### src/rtl/ufu_pkg.sv
// shared constants and types of the update receiver
`default_nettype none
package ufu_pkg;
  localparam int unsigned PacketDepth = 256;
  localparam int unsigned RunLength = 16;

  localparam logic [1:0] ACT_BYTE = 2'd0;
  localparam logic [1:0] ACT_TICK = 2'd1;
  localparam logic [1:0] ACT_ERASE = 2'd2;
  localparam logic [1:0] ACT_SUM = 2'd3;

  localparam logic [2:0] KIND_RESP = 3'd0;
  localparam logic [2:0] KIND_WRITE = 3'd1;
  localparam logic [2:0] KIND_ERASE = 3'd2;
  localparam logic [2:0] KIND_SUMREQ = 3'd3;
  localparam logic [2:0] KIND_END = 3'd4;

  localparam logic [2:0] PH_DETECT = 3'd0;
  localparam logic [2:0] PH_SYNC = 3'd1;
  localparam logic [2:0] PH_HANDSHAKE = 3'd2;
  localparam logic [2:0] PH_ERASING = 3'd3;
  localparam logic [2:0] PH_RECEIVE = 3'd4;
  localparam logic [2:0] PH_VERIFY = 3'd5;
  localparam logic [2:0] PH_WAITEND = 3'd6;
  localparam logic [2:0] PH_ENDED = 3'd7;

  localparam logic [7:0] B_SYNC = 8'h7F;
  localparam logic [7:0] B_HS = 8'h55;
  localparam logic [7:0] B_DATAEND = 8'hAE;
  localparam logic [7:0] B_END = 8'hAF;
  localparam logic [7:0] R_SYNC = 8'hA0;
  localparam logic [7:0] R_HS = 8'hA1;
  localparam logic [7:0] R_ERASE_OK = 8'hA2;
  localparam logic [7:0] R_SAVED = 8'hA3;
  localparam logic [7:0] R_DATAEND = 8'hA4;
  localparam logic [7:0] R_SUM_OK = 8'hA5;
  localparam logic [7:0] R_DONE = 8'hA6;
  localparam logic [7:0] R_ERASE_BAD = 8'hE1;
  localparam logic [7:0] R_CSUM_BAD = 8'hE4;
  localparam logic [7:0] R_TOO_LONG = 8'hE5;
  localparam logic [7:0] R_SUM_BAD = 8'hE7;
  localparam logic [7:0] R_TIMEOUT = 8'hEF;

  localparam logic [2:0] REG_BASE = 3'd0;
  localparam logic [2:0] REG_DETECT = 3'd1;
  localparam logic [2:0] REG_SYNC = 3'd2;
  localparam logic [2:0] REG_HS = 3'd3;
  localparam logic [2:0] REG_XFER = 3'd4;

  localparam logic [19:0] BASE_RESET = 20'h08000;

  // classified item, front to back
  typedef struct packed {
    logic [1:0] action;
    logic [7:0] rx_byte;
    logic       erase_ok;
    logic [7:0] flash_sum;
  } item_t;

  typedef struct packed {
    logic [2:0]  kind;
    logic [7:0]  response;
    logic [19:0] write_addr;
    logic [63:0] write_data;
    logic [19:0] sum_length;
    logic        reboot;
    logic        last;
  } result_t;
endpackage
`default_nettype wire

### src/rtl/ufu_ram.sv
// generic single-port write, registered-read ram
`default_nettype none
module ufu_ram #(
  parameter int unsigned Width = 8,
  parameter int unsigned Depth = 256
) (
  input  wire logic                     clk,
  input  wire logic                     we,
  input  wire logic [$clog2(Depth)-1:0] waddr,
  input  wire logic [Width-1:0]         wdata,
  input  wire logic [$clog2(Depth)-1:0] raddr,
  output logic      [Width-1:0]         rdata
);
  logic [Width-1:0] mem [Depth];
  always_ff @(posedge clk) begin
    if (we) mem[waddr] <= wdata;
    rdata <= mem[raddr];
  end
endmodule
`default_nettype wire

### src/rtl/ufu_front.sv
// input queue: two-entry item fifo
`default_nettype none
module ufu_front (
  input  wire logic           clk,
  input  wire logic           rst_n,
  input  wire logic           push,
  input  wire ufu_pkg::item_t din,
  output logic                full,
  input  wire logic           pop,
  output ufu_pkg::item_t      dout,
  output logic                avail
);
  ufu_pkg::item_t q_r [2];
  logic [1:0] cnt_r;
  logic       rd_r, wr_r;
  logic       do_push, do_pop;

  assign full = (cnt_r == 2'd2);
  assign avail = (cnt_r != 2'd0);
  assign dout = q_r[rd_r];
  assign do_push = push && !full;
  assign do_pop = pop && avail;

  always_ff @(posedge clk) begin
    if (do_push) q_r[wr_r] <= din;
    if (!rst_n) begin
      cnt_r <= 2'd0;
      rd_r <= 1'b0;
      wr_r <= 1'b0;
    end else begin
      if (do_push) wr_r <= !wr_r;
      if (do_pop) rd_r <= !rd_r;
      cnt_r <= cnt_r + {1'b0, do_push} - {1'b0, do_pop};
    end
  end
endmodule
`default_nettype wire

### src/rtl/ufu_back.sv
// protocol engine: phases, packet store, repacking, result register
`default_nettype none
module ufu_back #(
  parameter int unsigned PacketDepth = ufu_pkg::PacketDepth,
  parameter int unsigned RunLength = ufu_pkg::RunLength
) (
  input  wire logic             clk,
  input  wire logic             rst_n,
  input  wire logic             item_avail,
  input  wire ufu_pkg::item_t   item,
  output logic                  item_pop,
  input  wire logic [19:0]      flash_base,
  input  wire logic [15:0]      win_detect,
  input  wire logic [15:0]      win_sync,
  input  wire logic [15:0]      win_hs,
  input  wire logic [15:0]      win_xfer,
  output ufu_pkg::result_t      res,
  output logic                  res_valid,
  input  wire logic             res_pop
);
  localparam int unsigned AW = $clog2(PacketDepth);
  localparam int unsigned CW = $clog2(PacketDepth + 2);
  localparam logic [CW-1:0] DepthC = CW'(PacketDepth);
  localparam logic [3:0] RunM1 = 4'(RunLength - 1);

  // sequencer states
  localparam logic [2:0] S_IDLE = 3'd0;
  localparam logic [2:0] S_SUM = 3'd1;
  localparam logic [2:0] S_PACK = 3'd2;
  localparam logic [2:0] S_EMIT = 3'd3;
  localparam logic [2:0] S_FIN = 3'd4;

  logic [2:0]  st_r, st_nxt;
  logic [2:0]  phase_r, phase_nxt;
  logic [3:0]  run_r, run_nxt;
  logic [15:0] tl_r, tl_nxt;
  logic [7:0]  plen_r, plen_nxt;
  logic [CW-1:0] pcnt_r, pcnt_nxt;
  logic [19:0] icnt_r, icnt_nxt;
  logic [63:0] tail_r, tail_nxt;
  logic [2:0]  tlen_r, tlen_nxt;
  logic [7:0]  isum_r, isum_nxt;
  logic [15:0] pair_r, pair_nxt;
  logic [1:0]  pcnt2_r, pcnt2_nxt;
  // packet walk
  logic [8:0]  idx_r, idx_nxt;     // byte index being accumulated
  logic        rv_r, rv_nxt;       // ram read outstanding
  logic [8:0]  ridx_r, ridx_nxt;   // index of data in rdata
  logic [7:0]  csum_r, csum_nxt;
  logic [63:0] acc_r, acc_nxt;
  logic [3:0]  afill_r, afill_nxt;
  logic [19:0] aoff_r, aoff_nxt;
  // pending result slots
  ufu_pkg::result_t q_r [2];
  ufu_pkg::result_t q_nxt [2];
  logic [1:0]  qn_r, qn_nxt;
  ufu_pkg::result_t out_r, out_nxt;
  logic        ov_r, ov_nxt;

  logic          we;
  logic [AW-1:0] waddr, raddr;
  logic [7:0]    rdata;

  ufu_ram #(.Width(8), .Depth(PacketDepth)) u_store (
    .clk(clk), .we(we), .waddr(waddr), .wdata(item.rx_byte),
    .raddr(raddr), .rdata(rdata)
  );

  assign res = out_r;
  assign res_valid = ov_r;

  function automatic logic [15:0] win(input logic [15:0] w);
    win = (w == 16'd0) ? 16'd1 : w;
  endfunction

  function automatic ufu_pkg::result_t mk(input logic [2:0] k, input logic [7:0] r,
                                          input logic [19:0] a, input logic [63:0] d,
                                          input logic [19:0] l, input logic rb);
    ufu_pkg::result_t t;
    t.kind = k; t.response = r; t.write_addr = a; t.write_data = d;
    t.sum_length = l; t.reboot = rb; t.last = 1'b0;
    mk = t;
  endfunction

  logic out_free;
  assign out_free = !ov_r || res_pop;

  always_comb begin
    logic [63:0] keep;
    logic [7:0]  b;
    logic [2:0]  sh;
    st_nxt = st_r; phase_nxt = phase_r; run_nxt = run_r; tl_nxt = tl_r;
    plen_nxt = plen_r; pcnt_nxt = pcnt_r; icnt_nxt = icnt_r; tail_nxt = tail_r;
    tlen_nxt = tlen_r; isum_nxt = isum_r; pair_nxt = pair_r; pcnt2_nxt = pcnt2_r;
    idx_nxt = idx_r; rv_nxt = 1'b0; ridx_nxt = ridx_r;
    csum_nxt = csum_r; acc_nxt = acc_r; afill_nxt = afill_r; aoff_nxt = aoff_r;
    q_nxt = q_r; qn_nxt = qn_r; out_nxt = out_r; ov_nxt = ov_r;
    item_pop = 1'b0; we = 1'b0;
    waddr = pcnt_r[AW-1:0] - AW'(1);
    raddr = idx_r[AW-1:0];
    b = item.rx_byte;
    keep = 64'd0;
    sh = 3'd0;
    if (res_pop && ov_r) ov_nxt = 1'b0;

    case (st_r)
      S_IDLE: begin
        // move queued results into the output register first
        if (qn_r != 2'd0) begin
          if (out_free) begin
            out_nxt = q_r[0];
            ov_nxt = 1'b1;
            q_nxt[0] = q_r[1];
            qn_nxt = qn_r - 2'd1;
          end
        end else if (item_avail) begin
          item_pop = 1'b1;
          if (phase_r != ufu_pkg::PH_ENDED) begin
            case (item.action)
              ufu_pkg::ACT_BYTE: begin
                case (phase_r)
                  ufu_pkg::PH_DETECT: if (b == ufu_pkg::B_SYNC) begin
                    phase_nxt = ufu_pkg::PH_SYNC; tl_nxt = win(win_sync); run_nxt = 4'd1;
                  end
                  ufu_pkg::PH_SYNC: begin
                    if (b != ufu_pkg::B_SYNC) begin
                      q_nxt[0] = mk(ufu_pkg::KIND_END, 8'd0, 20'd0, 64'd0, 20'd0, 1'b0);
                      q_nxt[0].last = 1'b1; qn_nxt = 2'd1; phase_nxt = ufu_pkg::PH_ENDED;
                    end else if (run_r >= RunM1) begin
                      q_nxt[0] = mk(ufu_pkg::KIND_RESP, ufu_pkg::R_SYNC, 20'd0, 64'd0,
                                    20'd0, 1'b0);
                      q_nxt[0].last = 1'b1; qn_nxt = 2'd1;
                      phase_nxt = ufu_pkg::PH_HANDSHAKE; tl_nxt = win(win_hs);
                      run_nxt = 4'd0;
                    end else run_nxt = run_r + 4'd1;
                  end
                  ufu_pkg::PH_HANDSHAKE: begin
                    if (b == ufu_pkg::B_HS) begin
                      if (run_r >= RunM1) begin
                        q_nxt[0] = mk(ufu_pkg::KIND_RESP, ufu_pkg::R_HS, 20'd0, 64'd0,
                                      20'd0, 1'b0);
                        q_nxt[1] = mk(ufu_pkg::KIND_ERASE, 8'd0, 20'd0, 64'd0, 20'd0, 1'b0);
                        q_nxt[1].last = 1'b1; qn_nxt = 2'd2;
                        phase_nxt = ufu_pkg::PH_ERASING; run_nxt = 4'd0;
                      end else run_nxt = run_r + 4'd1;
                    end else if (b != ufu_pkg::B_SYNC) begin
                      q_nxt[0] = mk(ufu_pkg::KIND_END, 8'd0, 20'd0, 64'd0, 20'd0, 1'b0);
                      q_nxt[0].last = 1'b1; qn_nxt = 2'd1; phase_nxt = ufu_pkg::PH_ENDED;
                    end
                  end
                  ufu_pkg::PH_RECEIVE: begin
                    if (b == ufu_pkg::B_HS && pcnt_r == '0 && icnt_r == 20'd0) begin
                      // leading handshake byte skipped
                    end else if (pcnt_r == '0) begin
                      plen_nxt = b; pcnt_nxt = CW'(1);
                    end else if (pcnt_r - CW'(1) >= DepthC) begin
                      q_nxt[0] = mk(ufu_pkg::KIND_RESP, ufu_pkg::R_TOO_LONG, 20'd0, 64'd0,
                                    20'd0, 1'b0);
                      q_nxt[1] = mk(ufu_pkg::KIND_END, 8'd0, 20'd0, 64'd0, 20'd0, 1'b1);
                      q_nxt[1].last = 1'b1; qn_nxt = 2'd2; phase_nxt = ufu_pkg::PH_ENDED;
                    end else begin
                      we = 1'b1;
                      pcnt_nxt = pcnt_r + CW'(1);
                      if (pcnt_r == CW'(1) && plen_r == ufu_pkg::B_DATAEND &&
                          b == ufu_pkg::B_DATAEND) begin
                        keep = (64'd1 << {tlen_r, 3'b000}) - 64'd1;
                        if (tlen_r != 3'd0) begin
                          q_nxt[0] = mk(ufu_pkg::KIND_WRITE, 8'd0,
                                        flash_base + icnt_r - {17'd0, tlen_r},
                                        (tail_r & keep) | ~keep, 20'd0, 1'b0);
                          q_nxt[1] = mk(ufu_pkg::KIND_RESP, ufu_pkg::R_DATAEND, 20'd0,
                                        64'd0, 20'd0, 1'b0);
                          q_nxt[1].last = 1'b1; qn_nxt = 2'd2;
                        end else begin
                          q_nxt[0] = mk(ufu_pkg::KIND_RESP, ufu_pkg::R_DATAEND, 20'd0,
                                        64'd0, 20'd0, 1'b0);
                          q_nxt[0].last = 1'b1; qn_nxt = 2'd1;
                        end
                        phase_nxt = ufu_pkg::PH_VERIFY; tl_nxt = win(win_xfer);
                        pcnt_nxt = '0; plen_nxt = 8'd0; pcnt2_nxt = 2'd0;
                        pair_nxt = 16'd0;
                      end else if (pcnt_r + CW'(1) == CW'(plen_r) + CW'(2)) begin
                        // packet complete: walk the store
                        st_nxt = S_SUM; idx_nxt = 9'd0; csum_nxt = 8'd0;
                        rv_nxt = 1'b0;
                      end
                    end
                  end
                  ufu_pkg::PH_VERIFY: if (pcnt2_r < 2'd2) begin
                    pair_nxt = {pair_r[7:0], b};
                    pcnt2_nxt = pcnt2_r + 2'd1;
                    if (pcnt2_r == 2'd1) begin
                      q_nxt[0] = mk(ufu_pkg::KIND_SUMREQ, 8'd0, 20'd0, 64'd0, icnt_r, 1'b0);
                      q_nxt[0].last = 1'b1; qn_nxt = 2'd1;
                    end
                  end
                  ufu_pkg::PH_WAITEND: begin
                    pair_nxt = {pair_r[7:0], b};
                    pcnt2_nxt = pcnt2_r + 2'd1;
                    if (pcnt2_r >= 2'd1) begin
                      if ({pair_r[7:0], b} == {ufu_pkg::B_END, ufu_pkg::B_END}) begin
                        q_nxt[0] = mk(ufu_pkg::KIND_RESP, ufu_pkg::R_DONE, 20'd0, 64'd0,
                                      20'd0, 1'b0);
                        q_nxt[1] = mk(ufu_pkg::KIND_END, 8'd0, 20'd0, 64'd0, 20'd0, 1'b1);
                        q_nxt[1].last = 1'b1; qn_nxt = 2'd2;
                        phase_nxt = ufu_pkg::PH_ENDED;
                      end
                      pcnt2_nxt = 2'd0; pair_nxt = 16'd0;
                    end
                  end
                  default: ;
                endcase
              end
              ufu_pkg::ACT_TICK: if (phase_r != ufu_pkg::PH_ERASING) begin
                if (tl_r <= 16'd1) begin
                  q_nxt[0] = mk(ufu_pkg::KIND_RESP, ufu_pkg::R_TIMEOUT, 20'd0, 64'd0,
                                20'd0, 1'b0);
                  q_nxt[1] = mk(ufu_pkg::KIND_END, 8'd0, 20'd0, 64'd0, 20'd0,
                                phase_r > ufu_pkg::PH_HANDSHAKE);
                  q_nxt[1].last = 1'b1; qn_nxt = 2'd2; phase_nxt = ufu_pkg::PH_ENDED;
                end else tl_nxt = tl_r - 16'd1;
              end
              ufu_pkg::ACT_ERASE: if (phase_r == ufu_pkg::PH_ERASING) begin
                if (!item.erase_ok) begin
                  q_nxt[0] = mk(ufu_pkg::KIND_RESP, ufu_pkg::R_ERASE_BAD, 20'd0, 64'd0,
                                20'd0, 1'b0);
                  q_nxt[1] = mk(ufu_pkg::KIND_END, 8'd0, 20'd0, 64'd0, 20'd0, 1'b1);
                  q_nxt[1].last = 1'b1; qn_nxt = 2'd2; phase_nxt = ufu_pkg::PH_ENDED;
                end else begin
                  q_nxt[0] = mk(ufu_pkg::KIND_RESP, ufu_pkg::R_ERASE_OK, 20'd0, 64'd0,
                                20'd0, 1'b0);
                  q_nxt[0].last = 1'b1; qn_nxt = 2'd1;
                  phase_nxt = ufu_pkg::PH_RECEIVE; tl_nxt = win(win_xfer);
                  pcnt_nxt = '0; plen_nxt = 8'd0; icnt_nxt = 20'd0; tlen_nxt = 3'd0;
                  tail_nxt = 64'd0; isum_nxt = 8'd0; run_nxt = 4'd0;
                end
              end
              default: if (phase_r == ufu_pkg::PH_VERIFY && pcnt2_r == 2'd2) begin
                if (pair_r != icnt_r[15:0] || item.flash_sum != isum_r) begin
                  q_nxt[0] = mk(ufu_pkg::KIND_RESP, ufu_pkg::R_SUM_BAD, 20'd0, 64'd0,
                                20'd0, 1'b0);
                end else begin
                  q_nxt[0] = mk(ufu_pkg::KIND_RESP, ufu_pkg::R_SUM_OK, 20'd0, 64'd0,
                                20'd0, 1'b0);
                  phase_nxt = ufu_pkg::PH_WAITEND; tl_nxt = win(win_xfer);
                end
                q_nxt[0].last = 1'b1; qn_nxt = 2'd1;
                pcnt2_nxt = 2'd0; pair_nxt = 16'd0;
              end
            endcase
          end
        end
      end
      S_SUM: begin
        // checksum pass: one byte a cycle over data bytes and checksum byte
        raddr = idx_r[AW-1:0];
        if (rv_r) begin
          if (ridx_r == {1'b0, plen_r}) begin
            if (rdata != csum_r) begin
              q_nxt[0] = mk(ufu_pkg::KIND_RESP, ufu_pkg::R_CSUM_BAD, 20'd0, 64'd0,
                            20'd0, 1'b0);
              q_nxt[1] = mk(ufu_pkg::KIND_END, 8'd0, 20'd0, 64'd0, 20'd0, 1'b1);
              q_nxt[1].last = 1'b1; qn_nxt = 2'd2; phase_nxt = ufu_pkg::PH_ENDED;
              st_nxt = S_IDLE;
            end else begin
              isum_nxt = isum_r + csum_r;
              st_nxt = S_PACK; idx_nxt = 9'd0;
              acc_nxt = tail_r; afill_nxt = {1'b0, tlen_r};
              aoff_nxt = icnt_r - {17'd0, tlen_r};
            end
          end else csum_nxt = csum_r + rdata;
        end
        if (st_nxt == S_SUM && idx_r <= {1'b0, plen_r}) begin
          rv_nxt = 1'b1; ridx_nxt = idx_r; idx_nxt = idx_r + 9'd1;
        end
      end
      S_PACK: begin
        // repack data bytes into double words, emitting each as it fills
        raddr = idx_r[AW-1:0];
        if (afill_r == 4'd8) begin
          if (out_free) begin
            out_nxt = mk(ufu_pkg::KIND_WRITE, 8'd0, flash_base + aoff_r, acc_r,
                         20'd0, 1'b0);
            ov_nxt = 1'b1;
            afill_nxt = 4'd0; acc_nxt = 64'd0; aoff_nxt = aoff_r + 20'd8;
          end
        end else if (rv_r) begin
          sh = afill_r[2:0];
          acc_nxt = acc_r & ~(64'hFF << {sh, 3'b000});
          acc_nxt = acc_nxt | ({56'd0, rdata} << {sh, 3'b000});
          afill_nxt = afill_r + 4'd1;
        end else if (idx_r < {1'b0, plen_r}) begin
          rv_nxt = 1'b1; idx_nxt = idx_r + 9'd1;
        end else st_nxt = S_FIN;
      end
      S_FIN: begin
        tail_nxt = acc_r; tlen_nxt = afill_r[2:0];
        icnt_nxt = icnt_r + {12'd0, plen_r};
        plen_nxt = 8'd0; pcnt_nxt = '0; tl_nxt = win(win_xfer);
        q_nxt[0] = mk(ufu_pkg::KIND_RESP, ufu_pkg::R_SAVED, 20'd0, 64'd0, 20'd0, 1'b0);
        q_nxt[0].last = 1'b1; qn_nxt = 2'd1;
        st_nxt = S_IDLE;
      end
      default: st_nxt = S_IDLE;
    endcase
    // clear the accumulator when the data ends on a double-word boundary
    if (st_r == S_PACK && st_nxt == S_FIN && afill_r == 4'd0) acc_nxt = 64'd0;
    if (st_r == S_EMIT) st_nxt = S_IDLE;
  end

  always_ff @(posedge clk) begin
    q_r <= q_nxt; out_r <= out_nxt; plen_r <= plen_nxt; tail_r <= tail_nxt;
    pair_r <= pair_nxt; idx_r <= idx_nxt; ridx_r <= ridx_nxt; csum_r <= csum_nxt;
    acc_r <= acc_nxt; afill_r <= afill_nxt; aoff_r <= aoff_nxt;
    isum_r <= isum_nxt; icnt_r <= icnt_nxt; tlen_r <= tlen_nxt;
    if (!rst_n) begin
      st_r <= S_IDLE; phase_r <= ufu_pkg::PH_DETECT; run_r <= 4'd0;
      tl_r <= win_detect; pcnt_r <= '0; pcnt2_r <= 2'd0; qn_r <= 2'd0;
      ov_r <= 1'b0; rv_r <= 1'b0;
      plen_r <= 8'd0; icnt_r <= 20'd0; tail_r <= 64'd0; tlen_r <= 3'd0;
      isum_r <= 8'd0; pair_r <= 16'd0;
    end else begin
      st_r <= st_nxt; phase_r <= phase_nxt; run_r <= run_nxt; tl_r <= tl_nxt;
      pcnt_r <= pcnt_nxt; pcnt2_r <= pcnt2_nxt; qn_r <= qn_nxt; ov_r <= ov_nxt;
      rv_r <= rv_nxt;
    end
  end
endmodule
`default_nettype wire

### src/rtl/uart_firmware_update_receiver_core.sv
// Firmware update receiver: UART protocol engine for in-application updates.
// Input channel (push/full) carries items: received bytes, millisecond ticks,
// erase status and flash read-back sum, tagged by in_action.
// Result channel (empty/pop) carries response bytes, flash double-word
// writes, erase and sum requests and the session end; out_last marks the
// final result of an item.
// Items enter a two-entry queue, so the sender may push while the engine works.
// The results of an item reach the output register one a cycle while pop is
// high; the next item is taken only once all have left the result slots.
// A packet end makes a checksum pass over the data and checksum bytes and, if
// the sum matches, a repack pass through the store's one read port that emits
// each double-word write as it fills; no item is taken until the passes end.
// Results leave through a one-entry output register; if pop stays low the
// engine holds and the input queue fills, raising full.
// Reset (rst_n low, synchronous) returns to waiting for the first sync byte
// with registers at defaults; the packet store needs no clearing.
// The APB port writes the five window and base registers, pready always high.
`default_nettype none
module uart_firmware_update_receiver_core #(
  parameter int unsigned PacketDepth = ufu_pkg::PacketDepth,
  parameter int unsigned RunLength = ufu_pkg::RunLength
) (
  input  wire logic        clk,
  input  wire logic        rst_n,
  input  wire logic        push,
  output logic             full,
  input  wire logic [1:0]  in_action,
  input  wire logic [7:0]  in_rx_byte,
  input  wire logic        in_erase_ok,
  input  wire logic [7:0]  in_flash_sum,
  output logic             empty,
  input  wire logic        pop,
  output logic [2:0]       out_kind,
  output logic [7:0]       out_response,
  output logic [19:0]      out_write_addr,
  output logic [63:0]      out_write_data,
  output logic [19:0]      out_sum_length,
  output logic             out_reboot,
  output logic             out_last,
  input  wire logic        psel,
  input  wire logic        penable,
  input  wire logic        pwrite,
  input  wire logic [4:0]  paddr,
  input  wire logic [31:0] pwdata,
  output logic [31:0]      prdata,
  output logic             pready
);
  logic [19:0] base_r;
  logic [15:0] det_r, syn_r, hs_r, xfer_r;
  logic [2:0]  ridx;
  ufu_pkg::item_t din, item;
  ufu_pkg::result_t res;
  logic item_avail, item_pop, res_valid;

  assign pready = 1'b1;
  assign ridx = paddr[4:2];

  always_ff @(posedge clk) begin
    if (!rst_n) begin
      base_r <= ufu_pkg::BASE_RESET; det_r <= 16'd100; syn_r <= 16'd1000;
      hs_r <= 16'd3000; xfer_r <= 16'd10000;
    end else if (psel && penable && pwrite) begin
      case (ridx)
        ufu_pkg::REG_BASE: base_r <= pwdata[19:0];
        ufu_pkg::REG_DETECT: det_r <= pwdata[15:0];
        ufu_pkg::REG_SYNC: syn_r <= pwdata[15:0];
        ufu_pkg::REG_HS: hs_r <= pwdata[15:0];
        ufu_pkg::REG_XFER: xfer_r <= pwdata[15:0];
        default: ;
      endcase
    end
  end

  always_comb begin
    case (ridx)
      ufu_pkg::REG_BASE: prdata = {12'd0, base_r};
      ufu_pkg::REG_DETECT: prdata = {16'd0, det_r};
      ufu_pkg::REG_SYNC: prdata = {16'd0, syn_r};
      ufu_pkg::REG_HS: prdata = {16'd0, hs_r};
      ufu_pkg::REG_XFER: prdata = {16'd0, xfer_r};
      default: prdata = 32'd0;
    endcase
  end

  assign din.action = in_action;
  assign din.rx_byte = in_rx_byte;
  assign din.erase_ok = in_erase_ok;
  assign din.flash_sum = in_flash_sum;

  ufu_front u_front (
    .clk(clk), .rst_n(rst_n), .push(push), .din(din), .full(full),
    .pop(item_pop), .dout(item), .avail(item_avail)
  );

  ufu_back #(.PacketDepth(PacketDepth), .RunLength(RunLength)) u_back (
    .clk(clk), .rst_n(rst_n), .item_avail(item_avail), .item(item),
    .item_pop(item_pop), .flash_base(base_r), .win_detect(det_r),
    .win_sync(syn_r), .win_hs(hs_r), .win_xfer(xfer_r),
    .res(res), .res_valid(res_valid), .res_pop(pop)
  );

  assign empty = !res_valid;
  assign out_kind = res.kind;
  assign out_response = res.response;
  assign out_write_addr = res.write_addr;
  assign out_write_data = res.write_data;
  assign out_sum_length = res.sum_length;
  assign out_reboot = res.reboot;
  assign out_last = res.last;
endmodule
`default_nettype wire

### config.mk
export PLATFORM = sky130hd
export DESIGN_NAME = uart_firmware_update_receiver_core
export DESIGN_NICKNAME = d
export VERILOG_FILES = /design/src/rtl/ufu_pkg.sv /design/src/rtl/ufu_ram.sv /design/src/rtl/ufu_front.sv /design/src/rtl/ufu_back.sv /design/src/rtl/uart_firmware_update_receiver_core.sv
export SDC_FILE = /design/constraint.sdc
export NUM_CORES = 2
export LEC_CHECK = 0
export BUFFER_PORTS_ARGS = -buffer_cell sky130_fd_sc_hd__buf_2
export CAP_MARGIN = 40
export CORE_ASPECT_RATIO = 0.7
export CORE_MARGIN = 1
export CORE_UTILIZATION = 50
export DETAILED_ROUTE_END_ITERATION = 7
export GPL_TIMING_DRIVEN = 1
export PLACE_DENSITY = 0.66
export SLEW_MARGIN = 20
export SYNTH_ARGS = -nofsm -noshare
export SYNTH_HDL_FRONTEND = slang
export SYNTH_SLANG_ARGS = --single-unit
export TNS_END_PERCENT = 50
### constraint.sdc
create_clock -name clk -period 24.2 [get_ports clk]
set_input_delay 7.26 -clock clk [delete_from_list [all_inputs] [get_ports clk]]
set_output_delay 7.26 -clock clk [all_outputs]
set_load 0.01 [all_outputs]
==> out/metrics.cfg <==
[routing]
vias=64600
wire_per_inst_um=28.1
drc=0
wirelength_um=289000
top_layer_used=met5
drt-pass1-iter-count=6
wl_met2_um=127000
ant_nets=0
first_iter_violations=9178
dr_wl_met3_um=30500
m1WireLength_um=125000
via_per_inst=6.29

[global_route]
grt_pass1_vias=60800
grt_pass1_wl_um=420000
grt_start_max_net_pins=131
grt_overflow=0
antenna_found_initial=13
grt_use_total_pct=25.2

[synthesis]
yosys_warnings=0
ys_types=84
synth_ff_type=edfxtp_1
netlist_instances=6928
synth.avg_cell_area_um2=16.2
synth-seq-area-share_pct=69.5
ys_ff_latch=2691
synth_edf_count=2386
synthArstFlopShare_pct=0
syn-cell-area_um2=112000

[place]
port_buffers=186
dp_hpwl_um=179000
gp_congestion=0.933

[layout]
area_growth_pct=11.9
area.sequential_um2=77800
final_common_cell=edfxtp_1
drive_gt1_share_pct=20.5
nFillCells=16800
multi_input_area_um2=32200
n_antenna_cell=0
final_cell_mix=edfxtp_1, nor2_1, mux4_2
layout.nets=7346

[clocking]
tritoncts_num_sinks=2691
cts_tree=done
root_buffer=clkbuf_16
cts_hold_buf=0
cts_max_level=4
path_clk_slew_ps=60
post_cts_buffers=0
clock_latency_ps=910
numCtsBuffers=242
clock_path_buffers=4
ctsResizeCount=0

[setup_path]
worstPathRequired_ps=16940
worstSetupStartpointType=input port
r2r-end=u_back.q_r[164]
crit_fanout=26
cp-endpoint=prdata[8]
cp-end-kind=output pin
arrival_ps=9440
r2r_cells=11
cp-startpoint=paddr[2]
rrSetupSlack_ps=18810
critical_path_class=in -> out

[timing]
setup_tns_ps=0
worst_pin_slew_ps=890
rsz0062_at_grt=false
timing.fmax_mhz=59.9
hold_viol_final=0
slew_headroom_pct=40.1
fin_crit_ps=16700
fin_crit_sh_pct=69.0
slew_violations=0
worst_clock_skew_ps=70.5
finalSetupViolCount=0

[power_and_ir_drop]
power_mw=10.7
p_per_area_nw_per_um2=85.5
cellLeakagePower_nw=41.7
ir_drop_mv=0.0724

[floorplan]
ios=215
dieArea_um2=226000
die_width_um=568
start_util_pct=50.6
die_y_um=398
core_um2=221000
rows=144

[status]
status=complete, no violations

[min_path]
hp-class=reg -> reg

[flow_run]
drv_cap=0

## through the flow
step,cell area (um2),util (%),hold slack (ps),worst slack [ps],cells
2_1_floorplan,112000,-,444,8460,6940
3_3_place_gp,116000,52.3,453,7680,9709
3_5_place_dp,117000,52.7,459,7630,9761
4_1_cts,124000,56.2,468,7630,10200
5_1_grt,125000,56.6,489,7440,10300
6_report,125000,56.6,468,7500,10300
## state kept, by name, indices dropped and copies added (netlist names), 20 cells and up, named ones only
signal / count
u_back.u_store.mem: 2048
u_back.acc_r: 64
u_back.aoff_r: 20
u_back.q_r: 119
u_back.res: 115
u_back.icnt_r: 20
u_back.tail_r: 64
base_r: 20
u_front.q_r: 38
## synth_stat cells, types with 22 or more instances
master,count,area share [%]
buf_1,39,0.13
ha_1,117,1.3
a21o_1,22,0.15
xor2_1,46,0.36
nor4_1,57,0.32
a211oi_1,72,0.48
dfxtp_1,305,5.5
xnor2_1,117,0.92
buf_4,22,0.15
nand3_1,174,0.78
and2_1,54,0.30
nor2_1,685,2.3
inv_1,140,0.47
nor3_1,54,0.24
mux2_2,23,0.23
edfxtp_1,2386,64
a21oi_1,344,1.5
nor2b_1,37,0.21
buf_2,76,0.34
mux4_2,670,13
o21ai_0,93,0.42
clkbuf_1,289,0.97
o22ai_1,34,0.19
nand2_1,643,2.2
a22oi_1,111,0.74
## worst min-delay path by stage
stage                            from                end  slack (ps)  cells after the start
CTS                 u_back.pair_r[13]  u_back.pair_r[13]         470                      2
floorplan           u_back.pair_r[12]  u_back.pair_r[12]         440                      2
global placement     u_back.pair_r[8]   u_back.pair_r[8]         450                      2
global route        u_back.pair_r[14]  u_back.pair_r[14]         490                      2
finish              u_back.pair_r[14]  u_back.pair_r[14]         470                      2
detailed placement  u_back.pair_r[13]  u_back.pair_r[13]         460                      2
## worst max-delay path, cell delays in order
cell     delay [ps]
buf_2           520
nor2b_1         710
buf_4           300
a22oi_1         100
o22ai_1         310
buf_2           210
## cell families after synthesis
logic type	Yosys count	synth area share (%)
AOI/OAI and AO/OA	823	4.64
xor gates and xnor gates	163	1.28
adders and majority gates	125	1.45
buffers and inverters	572	2.09
DFF	2691	69.5
muxes	713	13.9
other	2	0.00671
and+or+nand+nor	1839	7.18
## power breakdown
group	internal [mW]	switching (mW)	total, mW
Sequential	5.62	0.0668	5.69
Combinational	0.280	0.909	1.19
Clock	2.14	1.69	3.83
## cell type report
| class | instances | area share [%] |
|---|---|---|
| Sequential cell | 2691 | 62.1 |
| Multi-Input combinational cell | 3677 | 25.7 |
| Clock buffer | 306 | 5.13 |
| Tap cell | 2920 | 2.92 |
| Timing Repair Buffer | 402 | 2.67 |
| Clock inverter | 138 | 1.07 |
| Inverter | 144 | 0.448 |
## metal layers
| metal | up-vias | GRT usage [%] |
|---|---|---|
| met5 | - | 0 |
| met4 | 2 | 5.33 |
| met3 | 401 | 4.73 |
| met2 | 3448 | 36.6 |
| met1 | 33400 | 39.8 |
| li1 | 27400 | - |
Note: power is estimated with default switching activity, not from simulation.
